**config.mk**
```make
export PLATFORM = sky130hd
export DESIGN_NAME = mmbp_ram
export DESIGN_NICKNAME = d
export VERILOG_FILES = /design/src/sv/mmbp_ram.sv
export SDC_FILE = /design/constraint.sdc
export NUM_CORES = 2
export LEC_CHECK = 0
export BUFFER_PORTS_ARGS = -buffer_cell sky130_fd_sc_hd__buf_2
export CAP_MARGIN = 30
export CORE_MARGIN = 2
export CORE_UTILIZATION = 48
export CTS_CLUSTER_DIAMETER = 60
export DETAILED_ROUTE_END_ITERATION = 10
export GPL_TIMING_DRIVEN = 0
export SLEW_MARGIN = 5
export SYNTH_ARGS = -nofsm -noshare
export SYNTH_HDL_FRONTEND = slang
export SYNTH_SLANG_ARGS = --single-unit
```
**constraint.sdc**
```tcl
create_clock -name clk -period 3.37 [get_ports clk]
set_input_delay 0.1685 -clock clk [delete_from_list [all_inputs] [get_ports clk]]
set_output_delay 0.1685 -clock clk [all_outputs]
set_load 0.1 [all_outputs]
```
**src/sv/mmbp_ram.sv**
```systemverilog
// ----------------------------------------------------------------------------
// mmbp_ram
// generic single-write, single-read memory with registered read data
// ----------------------------------------------------------------------------
module mmbp_ram #(
  parameter int WIDTH = 2,
  parameter int DEPTH = 1024
) (
  input  logic                     clk,
  input  logic                     we,
  input  logic [$clog2(DEPTH)-1:0] waddr,
  input  logic [WIDTH-1:0]         wdata,
  input  logic [$clog2(DEPTH)-1:0] raddr,
  output logic [WIDTH-1:0]         rdata
);

  logic [WIDTH-1:0] mem [DEPTH];

  always_ff @(posedge clk) begin
    if (we) mem[waddr] <= wdata;
    rdata <= mem[raddr];
  end

endmodule

```
# Word level (Yosys, flattened, before mapping)
# Memory sizes are Yosys's and may differ from the RTL's. A register that Yosys moved wholly into a read port is not among the register bits.
# Index checks and enable logic that the tools add are counted.
# classes
n_mux,2
# op_table
cell,count
1-bit 2-to-1 mux,2
# totals
ff_bits,0
mem_bits_rw,2048
inputBits,24
out_inout_bits,2
elab_cells,3
n_memories,1
# memory_table
memory,depth,width,read_ports,rd_clocked_by_memory_dff,write_ports,line_no,text
mem,1024,2,1,1,1,17,logic [WIDTH-1:0] mem [DEPTH];

# Depth between registers and ports, before layout
# depth
depth_word,2
depth_mapped,15
depth_no_buf,8

# Worst setup path before layout
# No wires, ideal clock.
# synth_timing
path_type,input-to-reg
startpoint,input raddr[0]
endpoint,"register rdata[1], read port of mem"
setup_time_ps,140
arrival_time_ps,2391
required_time_ps,3230
path_slack_ps,840
stages,12
path_buffers,5
cell_sequence,buf_6 > buf_12 > buf_8 > buf_6 > buf_6 > mux4_2 > a221oi_1 > o21ai_0 > nor3_1 > o31ai_1 > o31ai_1 > nand4_1
# synth_rtl
element,line_no,text
"start, declared",13,"input logic [$clog2(DEPTH)-1:0] raddr,"
"end, declared",14,output logic [WIDTH-1:0] rdata

==> impl_metrics.py <==
metrics = {
    "setup_path": {
        "cp.required_ns": 4.11,
        "cp-start-kind": "input port",
        "worstPathMaxFanout": 10,
        "cp_data_arrival_time_ns": 4.37,
        "worst_setup_path_end_kind": "flop",
        "crit_type": "input port to flop",
    },
    "cts": {
        "clk_latency_ns": 0.88,
        "clk_path_buf_depth": 3,
        "cts.sinks": 2050,
        "htree_levels": 4,
        "cts.clk_slew.worst_paths_ns": 0.06,
        "root_buffer": "clkbuf_16",
        "cts_buffers": 207,
        "cts_tree": "done",
    },
    "power_and_ir_drop": {
        "power_density_nw_per_um2": 566.4,
        "peakVddDrop_uv": 497.9,
        "p_leak_uw": 0.02949,
    },
    "timing": {
        "fmax_ghz": 0.2760,
        "drv_slew": 0,
        "finalCriticalPeriod_ns": 3.623,
        "rsz0062_at_grt": "true",
        "skew_ns": 0.07740,
        "setup_ws_ns": -0.2526,
        "hold_ws_ns": 0.08982,
        "slew_headroom_pct": 25.15,
        "fin_crit_sh_pct": 107.5,
        "tightest_slew_ns": 1.119,
        "finalSetupViolations": 2,
        "hold_viol_final": 0,
    },
    "logic_synthesis": {
        "synth-edff-count": 2048,
        "synth_fp_nets": 4817,
        "ys_types": 66,
        "synth.avg_cell_area_sq_um": 17.48,
        "synth_compound_area_share_pct": 2.979,
        "synth_mux_area_share_pct": 14.66,
        "yosys_warnings": 0,
        "netlist_area_sq_um": 83760,
        "synth-simple-area-share_pct": 6.403,
        "synth_fa_ha_area_share_pct": 0,
        "synth_area_leaders": "edfxtp_1 (73%), mux4_2 (12%), nor2_1 (4.7%)",
        "syn_inst": 4793,
        "synthFlopType": "edfxtp_1",
        "yosysTopAreaCellShare_pct": 73.42,
        "synth_top_family_by_area": "multiplexers",
        "yosys_register_bits": 2050,
        "yosysTopAreaCell": "edfxtp_1",
        "synth_xor_area_share_pct": 0,
        "yosysSeqAreaShare_pct": 73.47,
        "synthArstFlopShare_pct": 0,
    },
    "drt": {
        "vias_per_cell": 6.775,
        "post_drt_wl_per_cell_um": 42.19,
        "vias": 51780,
        "antenna_left": 0,
        "wl_mm": 322.4,
        "dr.pass1.iters": 8,
        "drc": 0,
        "drtIter0Drc": 10560,
    },
    "cells_and_area": {
        "drive_gt1_share_pct": 21.23,
        "final_area_sq_um": 95810,
        "num-fill-cells": 13690,
        "nets": 5158,
        "syn_to_final_growth_pct": 14.39,
    },
    "floorplan": {
        "chipWidth_um": 421.7,
        "pin_count": 26,
        "die_area_sq_um": 177900,
        "die_h_um": 421.7,
        "start_util_pct": 48.24,
        "core_area_sq_um": 173600,
        "fp-row-count": 153,
    },
    "global_routing": {
        "grt_max_degree": 162,
        "grt_pass1_wl_mm": 427.7,
        "antenna_found_initial": 32,
        "overflow": 0,
        "grt_pass1_vias": 49700,
        "track_usage_pct": 36.12,
    },
    "placement": {
        "dp_slack_ns": -2.389,
        "dp_hpwl_mm": 217.1,
        "gp_congestion": 1.004,
        "portBuffers": 23,
        "place_area_sq_um": 88720,
    },
    "run_status": {
        "violations": "setup timing",
        "status": "finished with violations",
    },
    "worst_hold_path": {
        "hp-class": "input port to flop",
    },
    "job": {
        "maxCapViolCount": 0,
    },
}
## sequential cells by signal (all words and copies together), names as in the netlist
signal,cells
mem,2048
rdata,2
## metal layers
| layer | track usage, % | part of all wire [%] | up-vias | routed length, um |
|---|---|---|---|---|
| met5 | 0 | 0.040 | - | 128 |
| met4 | 22.31 | 7.3 | 18 | 23700 |
| met3 | 10.64 | 14 | 976 | 45200 |
| met2 | 53.02 | 44 | 4332 | 142500 |
| met1 | 47.65 | 34 | 26850 | 110900 |
| li1 | - | - | 19600 | - |
## cell families (layout without fill, tap and decap cells)
group,count (synthesis),in the layout
simple gates,1324,1324
compound gates,353,353
flops,2050,2050
other cells,0,14
mux,664,664
buf+inv,402,912
## cell type report
| type | instances | area [sq um] | area share (%) |
|---|---|---|---|
| flip-flops and latches | 2050 | 61540 | 64.23 |
| multi-input cells | 2341 | 20330 | 21.22 |
| clock buffers | 255 | 5424 | 5.661 |
| well taps | 2325 | 2909 | 3.036 |
| plain buffers | 389 | 2571 | 2.684 |
| repair buffers | 139 | 1928 | 2.012 |
| clock inverters | 123 | 1054 | 1.100 |
| diodes | 14 | 35.03 | 0.03656 |
| inverters | 6 | 25.02 | 0.02612 |
## metrics by stage
step           util [%]  total power (uW)  cells  setup TNS, ns
2_1_floorplan         -             30110   4793              0
3_3_place_gp      49.98             32330   7141              -
3_5_place_dp      51.10             32120   7252         -12.13
4_1_cts           55.09             54040   7634              0
5_1_grt           55.16             55120   7629       -0.02719
6_report          55.18             54270   7642        -0.4884
## what timing repair did
action / 4_1_cts / 5_1_grt
endpoints found under the hold margin: 226 / 0
gates resized for setup: 132 / 65
endpoints found under the setup margin: 2 / 2
hold buffers: 4 / 0
setup buffers: 1 / 0
pin swaps: 2 / 6
## synth_stat cells (all sizes together), types with 7 or more instances
master,count
edfxtp,2048
nor2,1054
mux4,449
clkbuf,239
mux2i,205
buf,157
nand2,96
o221ai,83
a21oi,70
a22oi,45
nor3,45
o22ai,45
nand3,39
o21ai,36
a211oi,13
a221oi,13
a22o,13
nand4,13
nor2b,13
mux2,10
nor3b,10
nor4,10
and3,8
nand2b,8
a31oi,7
## where the power goes
part	internal, uW	leakage (uW)	switching [uW]
clock	12400	0.00316	10100
sequential	28100	0.0184	4.85
combinational	1090	0.00791	2630
total	41500	0.0295	12800
## placed cells by master (no fill, tap or decap), drive strengths merged, types with 4 or more instances in the layout
cell type and count:
nand2 96, a221oi 13, clkinvlp 5, clkbuf 492, dlygate4sd3 4, a22oi 45
edfxtp 2048, nor4 10, a211oi 13, o22ai 45, nor3b 10, a31oi 7
mux2 10, clkinv 100, o221ai 83, a21oi 70, mux4 449, bufinv 12
nand2b 8, o311ai 4, and3 8, o31ai 5, nand4 13, buf 287
a22o 13, nor3 45, nor2b 13, o21ai 36, nor2 1054, diode 14
and2 6, nand3b 4, mux2i 205, inv 12, nand3 39
## final timing paths
check,depth (start not counted),slack [ns],endpoint,startpoint
setup reg to reg,7,-0.11,rdata[1],mem[532][1]
hold / removal,4,0.09,mem[256][0],waddr[5]
hold reg to reg,6,1.36,rdata[0],mem[311][0]
setup / recovery,10,-0.25,rdata[1],raddr[4]
## critical path, stage by stage
cell,delay [ns]
buf_2,0.16
clkbuf_1,0.46
clkbuf_4,0.44
buf_1,0.61
nand2_2,0.58
a21oi_1,0.44
nor4_4,0.16
nor3_1,0.63
o311ai_2,0.28
nand4_1,0.39
Power figures use the tool's default switching activity.
